### src/rtl/rlt_ram.sv
`default_nettype none
module rlt_ram #(
    parameter int WIDTH = 8,
    parameter int DEPTH = 16
) (
    input  wire logic                     clk,
    input  wire logic                     we,
    input  wire logic [$clog2(DEPTH)-1:0] waddr,
    input  wire logic [WIDTH-1:0]         wdata,
    input  wire logic [$clog2(DEPTH)-1:0] raddr,
    output logic      [WIDTH-1:0]         rdata
);

    logic [WIDTH-1:0] mem [DEPTH];

    always_ff @(posedge clk)
    begin
        if (we)
        begin
            mem[waddr] <= wdata;
        end
        rdata <= mem[raddr];
    end

endmodule
`default_nettype wire
### config.mk
export PLATFORM = sky130hd
export DESIGN_NAME = rlt_ram
export DESIGN_NICKNAME = d
export VERILOG_FILES = /design/src/rtl/rlt_ram.sv
export SDC_FILE = /design/constraint.sdc
export NUM_CORES = 1
export LEC_CHECK = 0
export ABC_AREA = 0
export ABC_CLOCK_PERIOD_IN_PS = 2400
export BUFFER_PORTS_ARGS = -buffer_cell sky130_fd_sc_hd__buf_2
export CAP_MARGIN = 20
export CORE_UTILIZATION = 49
export CTS_BUF_LIST = sky130_fd_sc_hd__clkbuf_2 sky130_fd_sc_hd__clkbuf_4 sky130_fd_sc_hd__clkbuf_8
export DETAILED_ROUTE_END_ITERATION = 8
export GPL_TIMING_DRIVEN = 0
export HOLD_SLACK_MARGIN = 0.06
export PLACE_DENSITY = 0.66
export SYNTH_ARGS = -nofsm -noshare
export SYNTH_HDL_FRONTEND = slang
export SYNTH_SLANG_ARGS = --single-unit
### constraint.sdc
create_clock -name clk -period 2.4 [get_ports clk]
set_input_delay 0.6 -clock clk [delete_from_list [all_inputs] [get_ports clk]]
set_output_delay 0.6 -clock clk [all_outputs]
set_load 0.05 [all_outputs]
== Word-level counts from Yosys, hierarchy flattened ==
Memories as Yosys holds them, arrays and structs flattened. A register that Yosys moved wholly into a read port is not among the register bits.
Cells that the tools add are included.
W data, S select, Z words.

* Add/subtract/negate cells: 0
* Multiply operators: 0
* Divide/modulo/power cells: 0
* Order comparisons: 0
* Equal/unequal tests: 0
* Shifts and indexed selects: 0
* Multiplexer cells: 2
* Bitwise gates (word level): 0
* Reductions and logical operators: 0

{| class="wikitable"
|+ Operators by type and width
! operator !! count
|-
| $mux W1 || 2
|}

* Flip-flop bits (word level): 0
* Bits in latches: 0
* Bits in writable memories: 128
* Memory bits (read-only): 0
* Input port bits: 18
* Output and inout port bits: 8
* Word-level logic and storage cells: 3
* Memories kept: 1

{| class="wikitable"
|+ Memories
! name !! depth !! width !! rd ports !! clocked after Yosys merged registers in !! write ports !! RTL line !! source
|-
| mem || 16 || 8 || 1 || 1 || 1 || 14 || <nowiki>logic [WIDTH-1:0] mem [DEPTH];</nowiki>
|}

== Longest topological paths before layout ==
Gate-level depths: netlist of run 1.

* Depth after elaboration: 2
* Gate-level depth with buffers: 5

== Least setup slack after synthesis of run 1 ==
OpenSTA, ideal clock, no wires.

* Path type: input -> register
* From: input port waddr[2]
* To: memory mem[0][0], enable pin
* Setup time: 0.383 ns
* Arrival: 1.710 ns
* Data required time: 2.017 ns
* Path slack: 0.307 ns
* Cell stages on the path: 2
* Path buffers: 0
* Cell sequence: or3b_2 -> nor3_1

{| class="wikitable"
|+ RTL lines
! what !! RTL line !! source
|-
| start, declared || 8 || <nowiki>input wire logic [$clog2(DEPTH)-1:0] waddr,</nowiki>
|-
| end, declared || 14 ||
|}

Straight into the memory's write port.

== Worst setup path in the final report of run 1 ==
* From: input port waddr[2]
* To: memory mem[0][1], enable pin

Straight into the memory's write port.

==> results.md, run 1 <==
Run:
- Max-cap violations in this run came to 0.

Setup path:
- The startpoint type of the worst setup path is a primary input.
- The critical path goes through buf_2 -> or3b_2 -> nor3_1 -> buf_4.
- The category of the critical setup timing path is primary input to flop.
- For the worst setup path, the data arrival time is 2.20 ns.
- The largest individual stage delay along the critical path comes from the cell sky130_fd_sc_hd__nor3_1.
- In this design, the largest share of critical-path delay is due to simple AND/OR/NAND/NOR gates.
- The delay contributed by the slowest stage of the critical path is about 0.67 ns.
- Along the worst path, the maximum fanout reaches 5.
- Data on the critical path is required at its endpoint by 2.52 ns.
- The number of buffers and inverters on the critical path is 2.
- STA classifies the critical path endpoint as a flop.

Clocking:
- The number of clock sinks seen by CTS is 136.
- The H-tree was split into 4 levels.
- The post-CTS setup-driven buffer insertion count is 0.
- The number of resized instances in the post-cts repair step is 0.
- The clock passes through at most 2 buffers.
- In this run the clock root is driven by a sky130_fd_sc_hd__clkbuf_8.
- After clock tree synthesis, the flow added hold-fix buffers numbering 0.
- The clock latency at the later pin of the worst-skew pair is 0.41 ns.
- The clock-pin slew on the worst setup and hold paths is 0.07 ns.
- The clock tree from TritonCTS is built.
- Buffers inserted during clock tree synthesis total 17.

Cells and area:
- Cells fill between 50% and 60% of the core in the end.
- Leaving out fill and tap cells, the most frequent cell in the layout is sky130_fd_sc_hd__edfxtp_1.
- Fill cells in the final layout number 776.
- The post-layout net count is 294.
- The proportion of layout cells with a drive suffix above 1 is around 30%.
- The area overhead of the layout relative to synthesis is 14.03%.
- The top cell types in the final layout, fill and taps aside, are 128 x sky130_fd_sc_hd__edfxtp_1, 28 x sky130_fd_sc_hd__buf_2, 18 x sky130_fd_sc_hd__mux4_2.
- The number of antenna diodes in the final layout is 0.
- The filler-free cell count of the finished design is roughly 420.

Floorplan:
- Pin placement for this block handled 26 I/O pins.
- The starting utilization of the core area is 50.31%.
- The floorplan step defined a die boundary enclosing approximately 0.011 mm2.
- The core area is between 0.01 and 0.015 mm2.
- In this run the horizontal extent of the chip is 104.5 um.
- The number of rows created at floorplan is 37.
- The die boundary height is 104.5 um.

STA:
- In the post-route analysis, the smallest setup slack over all paths is between 0.3 and 0.4 ns.
- Headroom to the max-slew limit came out at between 40% and 50%.
- The setup TNS after final layout is 0 ns.
- Static timing analysis puts the maximum clock frequency at 0.4824 GHz.
- The final count of pins violating max slew was 0.
- Setup repair after global routing left no endpoint under its margin.
- For the pin with the worst max-slew slack, the measured transition is between 0.8 and 0.9 ns.
- The minimum clock period after layout is 2.073 ns.
- Setup violations remaining at the end of the flow were counted as 0.
- The worst clock skew is around 0.0053 ns.
- The hold violation count in the final report was 0.
- The share of the clock period used by the worst path after layout is 86.38%.

Status:
- The flow ran to the end, and the final reports show no timing, DRC or antenna violations.

Placement:
- The total of buffers placed on input and output ports is 24.
- After detailed placement, the design holds a cell count of 393.
- Prior to clock tree synthesis, the placed netlist has a worst setup slack of -0.1075 ns.
- The final RePlAce weighted congestion is 0.6928.
- The half-perimeter wire length after placement is 5937 um.

Power and ir drop:
- The cell area power density is 834.1 mW/mm2.
- Total power for the finished layout comes to 4896 uW.
- The analysis attributes to cell leakage a power of 0.001966 uW.
- The maximum vdd ir drop is between 0.3 and 0.4 mV.

Route:
- The final route contains 2373 vias.
- The starting DRC count in detailed routing is 154.
- The routed design has between 9000 and 10000 um of wire.
- After detailed routing, the number of remaining DRC violations is 0.
- The final antenna-violating net count is 0.
- The first detailed-routing pass ran for 4 iterations.
- The detailed-route wire length per cell is between 20 and 25 um.
- The vias per cell is 5.623.

Yosys:
- In this run, synthesis produced a sequential element count of around 140.
- The cell area that synthesis handed to floorplanning was a little over 0.005 mm2.
- In this run, distinct cell masters in the synthesized netlist total 19.
- During synthesis, Yosys emitted a total of 0 warnings.
- The net count after synthesis is 247.
- By area the synthesized netlist is led by sky130_fd_sc_hd__edfxtp_1 75%, sky130_fd_sc_hd__mux4_2 7.9%, sky130_fd_sc_hd__mux4_1 7.1%.
- sky130_fd_sc_hd__edfxtp_1 takes more of the synthesized area than any other cell.
- After technology mapping, the gate count stands at 229.
- The sequential share of the synthesized area is 77.78%.
- In this run the biggest area consumer among cell types represents 74.67% of the synthesized area.
- A synthesized cell averages roughly 22 um2.

Worst hold path:
- The tightest min-delay check is of the primary input to flop type.

GRT:
- The number of antenna violations at the first check in global routing is 0.
- The first global-routing pass estimated 14300 um of wire.
- The sum of overflow across all layers after global routing is 0.
- The maximum number of pins on one net before global-route repair is 17.
- The number of global-route vias before repair was 2437.
- The overall global routing resource usage is 18.97%.
final timing paths:
check             startpoint          to  slack, ns  cells after the start
hold / removal      wdata[5]  mem[12][5]       0.59                      1
setup reg to reg  mem[15][7]    rdata[7]       0.97                      3
hold reg to reg   mem[11][1]    rdata[1]       0.68                      3
setup / recovery    waddr[2]   mem[0][1]       0.33                      4
worst reg2reg max path: stages, from the launching register on:
cell	delay, ns
sky130_fd_sc_hd__edfxtp_1	0.36
sky130_fd_sc_hd__mux4_2	0.52
sky130_fd_sc_hd__a22oi_1	0.32
sky130_fd_sc_hd__nand2_1	0.11
final cells by class:
| class | count | area (um2) | share of cell area, % |
|---|---|---|---|
| plain buffers | 10 | 86.33 | 1.471 |
| clock buffers | 19 | 249.0 | 4.242 |
| clock inverters | 10 | 155.1 | 2.643 |
| multi-input cells | 83 | 1057 | 18.01 |
| flip-flops and latches | 136 | 4004 | 68.22 |
| well taps | 136 | 170.2 | 2.899 |
| repair buffers | 28 | 147.6 | 2.515 |
cell usage after synthesis:
| cell type | count |
|---|---|
| sky130_fd_sc_hd__nor3_1 | 4 |
| sky130_fd_sc_hd__nand3b_1 | 2 |
| sky130_fd_sc_hd__buf_2 | 3 |
| sky130_fd_sc_hd__dfxtp_1 | 8 |
| sky130_fd_sc_hd__nor2b_1 | 1 |
| sky130_fd_sc_hd__or3b_2 | 1 |
| sky130_fd_sc_hd__clkdlybuf4s25_2 | 3 |
| sky130_fd_sc_hd__nand3_1 | 1 |
| sky130_fd_sc_hd__buf_6 | 3 |
| sky130_fd_sc_hd__nand2_1 | 9 |
| sky130_fd_sc_hd__edfxtp_1 | 128 |
| sky130_fd_sc_hd__nand2b_1 | 2 |
| sky130_fd_sc_hd__mux4_1 | 14 |
| sky130_fd_sc_hd__nor2_1 | 13 |
| sky130_fd_sc_hd__and2b_1 | 1 |
| sky130_fd_sc_hd__buf_4 | 1 |
| sky130_fd_sc_hd__mux4_2 | 18 |
| sky130_fd_sc_hd__a22oi_1 | 16 |
| sky130_fd_sc_hd__and2_1 | 1 |
flip-flops by register name, summed over array words and instances (netlist names):
| signal | count |
|---|---|
| mem | 128 |
| rdata | 8 |
per-stage QoR:
step	hold WS, ns	area (um2)
finish	0.5890	5869
global placement	0.6562	5438
floorplan	0.6293	5147
detailed placement	0.6780	5465
CTS	0.5714	5869
global route	0.5781	5869
cell families (layout without fill, tap and decap cells):
family          count (synthesis)  after routing  share of synthesized area, %
mux                            32             32                         15.02
compound gates                 16             16                         2.334
buf+inv                        10             67                         1.677
simple gates                   35             35                         3.184
flops                         136            136                         77.78
layer usage:
layer	global-route usage (%)	share of wire [%]
met5	0	0
met2	29.00	49
met1	26.96	43
met4	6.531	1.8
met3	4.574	6.0
power by group:
part	switching, uW	internal (uW)
registers	11.5	2650
logic	197	107
clock network	797	1130
total	1010	3890
Power figures use the tool's default switching activity.
==> run 2: changes to the inputs <==
- ABC_AREA: 0 -> 1
- BUFFER_PORTS_ARGS: -buffer_cell sky130_fd_sc_hd__buf_2 -> -buffer_cell sky130_fd_sc_hd__clkbuf_2
==> run 2 against run 1 <==
First-iteration DRC count grew 120%. Register-to-register slack improved by 0.42 ns. Flip-flop and latch count unchanged. Die area rose by 12%. Via count increased by 61%. Fmax grew 27%. Clock skew grew 0.0054 ns. Design area rose by 9.4%. Combinational power grew 31%. Clock power fell by 11%. Sequential share of layout area fell by 5.8 points. Critical path type is now flop to output port. Highest routed layer unchanged.
==> results.md, run 2 <==
Setup path:
- STA puts the critical path data required time at 1.80 ns.
- The worst setup path is launched from a flop.
- Counting both buffers and inverters, the worst setup path holds a total of 1.
- Along the worst path, the maximum fanout reaches 1.
- The category of the critical setup timing path is flop to output port.
- At the worst endpoint, the arrival time is 1.03 ns.
- The kind of cell with the highest combined delay along the critical path is flip-flops.
- The standard cell with the maximum stage delay on the critical path is sky130_fd_sc_hd__dfxtp_1.
- The delay contributed by the slowest stage of the critical path is 0.31 ns.
- The setup slack of the most critical reg-to-reg path is between 1 and 1.5 ns.
- Following the worst setup path forward leads to its endpoint at rdata[4].
- The first element of the critical path is rdata[4].
- Walking the worst path, the cells encountered are clkbuf_2.
- The worst setup path is captured at an output port.
- The critical path depth is 1.
- The endpoint identified for the worst register-to-register timing path is rdata[0].
- The critical register-to-register path startpoint is mem[10][0].
- The number of cells on the worst reg-to-reg path is 6.

Clocking:
- TritonCTS built the clock tree.
- The maximum count of clock buffers along a single path is 2.
- The clock-pin slew on the worst setup and hold paths is 0.07 ns.
- At the later pin of the worst-skew pair, clock insertion delay measures 0.45 ns.
- The H-tree generated during clock tree synthesis spans 4 levels.
- The number of resized instances in the post-cts repair step is 0.
- The cell sitting at the root of the clock tree is a sky130_fd_sc_hd__clkbuf_8.
- The number of clock sinks seen by CTS is approximately 140.
- The number of hold buffers added after CTS was 0.
- The clock buffer count from CTS is 17.
- The post-CTS setup-driven buffer insertion count is 0.

Yosys:
- Counting flops and latches in the post-synthesis netlist gives 136.
- Counting every net in the synthesized netlist gives 569.
- The sequential share of the synthesized area is 69.43%.
- The post-synthesis average cell area is 10.47 um2.
- Yosys attributes the largest share of cell area to sky130_fd_sc_hd__edfxtp_1 67%, sky130_fd_sc_hd__nand2_1 11%, sky130_fd_sc_hd__nand3_1 8.4%.
- Counting flops with a built-in enable in the synthesized netlist gives approximately 130.
- Sorting the synthesized cells by how often they occur yields 173 x sky130_fd_sc_hd__nand2_1, 128 x sky130_fd_sc_hd__edfxtp_1, 100 x sky130_fd_sc_hd__inv_1, 97 x sky130_fd_sc_hd__nand3_1, 17 x sky130_fd_sc_hd__nor2_1.
- Counting flops with an async set or reset pin after synthesis yields a share of 0%.
- The area of the mapped netlist is 0.005767 mm2.
- The count of different cell masters after synthesis is 12.
- The leading register cell type out of synthesis is sky130_fd_sc_hd__edfxtp_1.
- The cell type contributing the most total cell area after synthesis is sky130_fd_sc_hd__edfxtp_1.
- The total of warnings raised by yosys is 0.
- The synthesized netlist cell count is 551.
- The most frequent cell after synthesis is sky130_fd_sc_hd__nand2_1.
- The share of the synthesized area in the top cell type is between 60% and 70%.

GRT:
- The number of global-route vias before repair is 3668.
- The maximum number of pins on one net before global-route repair is 17.
- The sum of overflow across all layers after global routing is 0.
- The overall global routing resource usage is between 20% and 30%.
- The first global-routing pass estimated 21040 um of wire.
- The number of antenna violations at the first check in global routing is 0.

Worst hold path:
- The worst hold-check path type is primary input to flop.

Route:
- The starting DRC count in detailed routing is approximately 340.
- The total number of vias is 3820.
- Dividing the detail-routed via count by the number of cells gives 5.107.
- The number of optimization iterations in the first detailed-route pass is 5.
- The detail route stage leaves a number of antenna-violating nets equal to 0.
- The final wirelength is 13650 um.
- In the final routed layout, each cell accounts on average for between 15 and 20 um.
- The number of DRC violations after detailed routing is 0.

STA:
- After routing, the total negative slack on setup checks comes to 0 ns.
- Hold timing on the final database bottoms out at a slack of 0.5663 ns.
- For the final database, setup skew stands at 0.01076 ns.
- The normalized max-slew margin is 35.16%.
- Of the available clock period, the critical path in the final layout requires 68.09%.
- Timing would allow up to 0.6120 GHz.
- The hold violation count in the final report is 0.
- Setup repair after global routing left no endpoint under its margin.
- For the finished layout, the period the worst path requires is 1.634 ns.
- Setup violations remaining at the end of the flow were counted as 0.
- The slew at the pin with the worst max-slew slack is 0.9690 ns.
- The final count of pins violating max slew was 0.

Floorplan:
- The floorplan step defined a die boundary enclosing 0.01221 mm2.
- The number of rows created at floorplan is 39.
- 26 I/O pins were placed.
- The die boundary height is 110.5 um.
- From left edge to right edge, the die measures around 110 um.
- The core area is 0.01147 mm2.
- The starting utilization of the core area is 50.29%.

Placement:
- The instance area after placement is 0.006056 mm2.
- The half-perimeter wire length after placement is 8887 um.
- At the end of routability-driven placement, the weighted congestion stood at 0.8602.
- During placement, the flow inserted port buffers numbering 22.

Cells and area:
- The repair_antennas step left the layout with diodes totalling 0.
- Relative to the synthesized area, the layout overhead comes to 11.33%.
- The register with the highest flop count is mem.
- The post-layout instance area is 0.006420 mm2.
- In the final layout, the registers with the most flip-flops are mem: 128 flops, rdata: 8 flops.
- The flip-flop count of the largest register, all copies and words added is approximately 130.
- The area occupied by multi-input gates is 0.001214 mm2.
- The post-layout net count is 610.
- Counting the fill cells in the layout gives 980.
- In the layout the commonest cells are 173 x sky130_fd_sc_hd__nand2_1, 128 x sky130_fd_sc_hd__edfxtp_1, 100 x sky130_fd_sc_hd__inv_1.
- The register area is approximately 0.0040 mm2.
- The proportion of layout cells with a drive suffix above 1 is 13.06%.
- The library cell used most frequently in the layout, excluding fill and tap cells, is sky130_fd_sc_hd__nand2_1.

Status:
- The flow ran to the end, and the final reports show no timing, DRC or antenna violations.

Power and ir drop:
- The cell area power density is 743.7 mW/mm2.
- The leakage component of the power is roughly 0.0028 uW.
- The design draws approximately 4800 uW.
- VDD sags by at most 0.4448 mV.

Run:
- Across the run, the number of max-cap violations was 0.
-- run 2: cell types whose count changed after synthesis, sizes merged, moves of 2 or more --
cell / before / now
nand3: 1 / 97
nand2b: 2 / 0
clkdlybuf4s25: 3 / 0
a22oi: 16 / 0
nor2: 13 / 17
buf: 7 / 24
inv: 0 / 102
nand2: 9 / 173
mux4: 32 / 0
nor3: 4 / 0
-- run 2: metrics by stage --
stage	utilization (%)	std cells	worst slack, ns
floorplan	-	551	0.8492
global placement	52.81	716	0.3639
detailed placement	52.81	716	0.3346
CTS	55.98	748	0.7447
global route	55.98	748	0.7232
finish	55.98	748	0.7659
-- run 2: layer usage --
metal	vias to the layer above	GRT usage, %	wire [um]
met5	-	0	0
met4	0	12.09	439
met3	29	5.214	996
met2	167	35.36	6190
met1	1763	34.45	6026
li1	1861	-	-
-- run 2: worst min path at each step --
stage / slack [ns] / from / to / cells past startpoint
3_3_place_gp: 0.68 / mem[6][2] / rdata[2] / 6
3_5_place_dp: 0.69 / mem[2][1] / rdata[1] / 6
2_1_floorplan: 0.61 / mem[10][0] / rdata[0] / 6
5_1_grt: 0.59 / raddr[2] / rdata[1] / 4
6_report: 0.57 / raddr[2] / rdata[0] / 4
4_1_cts: 0.55 / raddr[2] / rdata[0] / 4
-- run 2: logic make-up (layout without fill, tap and decap cells) --
family	count (synthesis)	count (layout)	share of synthesized area, %
simple gates	289	289	21.05
flops	136	136	69.43
buf+inv	126	180	9.525
-- run 2: area by class of cell --
| type | instances | share of cell area (%) |
|---|---|---|
| clock inverter | 3 | 0.2339 |
| inverter | 102 | 5.964 |
| multi-input combinational | 289 | 18.90 |
| sequential | 136 | 62.37 |
| buffer | 24 | 2.592 |
| tap | 143 | 2.787 |
| clock buffer | 29 | 5.438 |
| timing repair buffer | 22 | 1.715 |
-- run 2: power by group --
part | total (uW) | leakage (uW) | internal (uW) | switching (uW)
clock | 1710 | 0.000200 | 912 | 800
combinational | 396 | 0.00139 | 101 | 295
sequential | 2670 | 0.00122 | 2650 | 12.7
total | 4770 | 0.00281 | 3670 | 1110
==> run 3: changes to the inputs <==
- ABC_CLOCK_PERIOD_IN_PS: 2400 -> 1400
- PLACE_DENSITY: 0.66 -> 0.68
- clock period: 2.4 -> 1.4 ns (I/O delays scaled with it)
==> run 3 against run 2 <==
The run now ends with negative setup slack left. Critical path type is now primary input to flop. Critical endpoint is now mem[9][5]. First-iteration DRC count is 18% higher. Sequential power up 71%. Clock skew decreased by 0.0026 ns. Cell count is the same. Sequential share of layout area hardly changed. Flip-flop and latch count unchanged. Worst setup slack worse by 0.77 ns. Routed wire length fell by 0.85%.
==> results.md, run 3 (same netlist as run 2, synthesis figures left out) <==
Cells and area:
- mem holds more flip-flops than any other register.
- The flip-flop count of the largest register, all copies and words added is 128.
- The largest registers in the layout are mem: 128 flops, rdata: 8 flops.
- Of the cells placed in the final design, the portion with a size suffix greater than 1 is between 10% and 20%.
- The library cell used most frequently in the layout, excluding fill and tap cells, is sky130_fd_sc_hd__nand2_1.
- The post-layout instance area is 0.006419 mm2.
- The filler-free cell count of the finished design is between 700 and 800.
- After filler insertion, the fill cell instance count of the layout stands at ~970.
- The final layout contains 610 nets.
- The area overhead of the layout relative to synthesis is 11.30%.
- The number of antenna diodes in the final layout is 0.
- In the layout the commonest cells are 173 x sky130_fd_sc_hd__nand2_1, 128 x sky130_fd_sc_hd__edfxtp_1, 100 x sky130_fd_sc_hd__inv_1.

Setup path:
- The critical path in this run is classified as primary input to flop.
- The data required time at the worst endpoint is 1.45 ns.
- The worst setup path is captured at a flop.
- The worst setup path is launched from a primary input.
- The signal arrival time at the worst endpoint is 1.46 ns.
- The largest fanout of any net on the critical path is 8.

Power and ir drop:
- After layout, the design draws a total of 8138 uW.
- The leakage component of the power is roughly 0.0028 uW.
- The combinational group share of total power is 8.3%.
- Per report_power, the sequential group accounts for 56.2% of the total.
- The worst-case IR drop observed on VDD is around 0.64 mV.
- The clock share of power is 35.5%.
- The switching power summed over all nets is 1898 uW.
- Internal power comes to 6240 uW.
- In this run switching power makes up 23.32% of total power.
- The cell area power density is 1268 mW/mm2.

STA:
- Setup repair after global routing left no endpoint under its margin.
- The maximum operating frequency is between 0.7 and 0.8 GHz.
- Headroom to the max-slew limit came out at 34.98%.
- After layout, the worst path uses 100.2% of the clock period.
- At the pin with the least slew margin, the transition time is 0.9717 ns.
- The final worst-path setup slack is -0.002855 ns.
- The clock arrives with approximately 0.0081 ns of skew.
- The final count of pins violating max slew is 0.
- The final count of negative-setup-slack endpoints is 3.
- After layout, the minimum clock period comes to 1.403 ns.
- The hold violation count in the final report was 0.

GRT:
- The global-route wire length before repair is between 20000 and 25000 um.
- Entering global routing, the biggest net connects 17 pins.
- Summed over all layers, the global routing overflow is 0.
- The overall global routing resource usage is 23.70%.
- The number of antenna violations at the first check in global routing was 0.
- The number of global-route vias before repair is 3768.

Placement:
- After detailed placement, the total cell area comes to 0.006056 mm2.
- The total of buffers placed on input and output ports is 22.
- Timing analysis after detailed placement gives a worst setup slack of -0.4047 ns.
- Counting tap cells, the placed design contains a total of 716 instances.
- The half-perimeter wire length after placement is 8835 um.
- Routability-driven placement finished with a final weighted congestion of 0.8959.

Status:
- The run finished, with violations left.
- The final reports fail on negative setup slack.

Route:
- After the first detailed-routing iteration, the DRC count stood at around 400.
- Dividing the detail-routed via count by the number of cells gives a little over 5.
- Summed over all layers, the routed wires come to 13540 um.
- In this run the remaining antenna-violating nets after routing total 0.
- The number of DRC violations after detailed routing is 0.
- The routed layout has 3872 vias.
- Dividing the detail-routed wire length by the instance count gives 18.10 um.
- The first detailed-routing pass ran for 5 iterations.

Clocking:
- CTS saw 136 sinks.
- After clock tree synthesis, the clock-pin slew on the worst setup and hold paths is 0.07 ns.
- The clock latency at the later pin of the worst-skew pair is around 0.43 ns.
- The clock tree from TritonCTS is built.
- Buffers inserted during clock tree synthesis total 17.
- The root buffer selected by CTS is sky130_fd_sc_hd__clkbuf_8.
- The maximum count of clock buffers along a single path is 2.
- The clock tree synthesis step divided the H-tree into 4 levels.
- After clock tree synthesis, the setup repair step added 0 buffers.

Floorplan:
- The die width is 110.5 um.
- The die is 110.5 um tall.
- The starting utilization of the core area is 50.29%.
- The number of rows created at floorplan is 39.
- The die covers 0.01221 mm2.
- The number of top-level pins is 26.
- After floorplanning, the core was sized to cover 0.01147 mm2.

Worst hold path:
- The tightest min-delay check is of the primary input to flop type.

Run:
- Across the run, the number of max-cap violations was 0.
run 3: cell count changes in the layout (fill, tap and decap cells not counted):
cell | previous run | this run
sky130_fd_sc_hd__clkbuf_2 | 22 | 16
sky130_fd_sc_hd__nor2_2 | 0 | 1
sky130_fd_sc_hd__clkbuf_4 | 8 | 7
sky130_fd_sc_hd__clkinv_2 | 3 | 4
sky130_fd_sc_hd__buf_2 | 13 | 18
sky130_fd_sc_hd__nor2_1 | 17 | 16
sky130_fd_sc_hd__clkinv_1 | 0 | 1
run 3: what timing repair did:
item | 4_1_cts | 5_1_grt
endpoints found under the hold margin | 0 | 0
setup endpoints to repair | 0 | 10
resized for setup | 0 | 8
hold buffers | 0 | 0
run 3: worst paths after layout:
kind / startpoint / endpoint / slack, ns / cells after the start
worst max-delay path: waddr[2] / mem[9][5] / -0.003 / 3
worst min-delay path: raddr[2] / rdata[0] / 0.35 / 4
worst max register to register: mem[10][4] / rdata[4] / 0.39 / 6
worst min register to register: mem[4][1] / rdata[1] / 0.70 / 6
run 3: final cells by class:
| class | instances | area [um2] | share of cell area [%] |
|---|---|---|---|
| Buffer | 24 | 166.4 | 2.593 |
| Timing Repair Buffer | 22 | 112.6 | 1.754 |
| Inverter | 102 | 382.9 | 5.965 |
| Sequential cell | 136 | 4004 | 62.38 |
| Tap cell | 143 | 178.9 | 2.788 |
| Clock buffer | 27 | 334.1 | 5.205 |
| Multi-Input combinational cell | 289 | 1216 | 18.95 |
| Clock inverter | 5 | 23.77 | 0.3704 |
run 3: metrics by stage:
stage                     util, %  hold slack [ns]   TNS (ns)
after floorplan                 -           0.4489          0
after global placement      52.81           0.6843     -37.27
after detailed placement    52.81           0.6837     -40.94
after CTS                   55.93           0.3277          0
after global routing        55.97           0.3601          0
final                       55.97           0.3472  -0.003405
run 3: worst max-delay path, stage by stage:
cell and delay [ns]:
sky130_fd_sc_hd__clkbuf_2 0.11, sky130_fd_sc_hd__nand3b_1 0.22, sky130_fd_sc_hd__nor2_1 0.77
run 3: per-layer routing:
layer / up-vias / wire length, um / GRT usage, %
li1: 1852 / - / -
met1: 1800 / 5617 / 31.77
met2: 191 / 6313 / 36.56
met3: 29 / 1243 / 4.830
met4: 0 / 361 / 12.53
met5: - / 0 / 0
run 3: power by group through the flow:
| stage | clock network, uW | registers (uW) | logic (uW) |
|---|---|---|---|
| 2_1_floorplan | 0 | 4750 | 321 |
| 3_3_place_gp | 0 | 4660 | 660 |
| 3_5_place_dp | 0 | 4660 | 670 |
| 4_1_cts | 2920 | 4570 | 673 |
| 5_1_grt | 3090 | 4580 | 736 |
| 6_report | 2890 | 4570 | 679 |
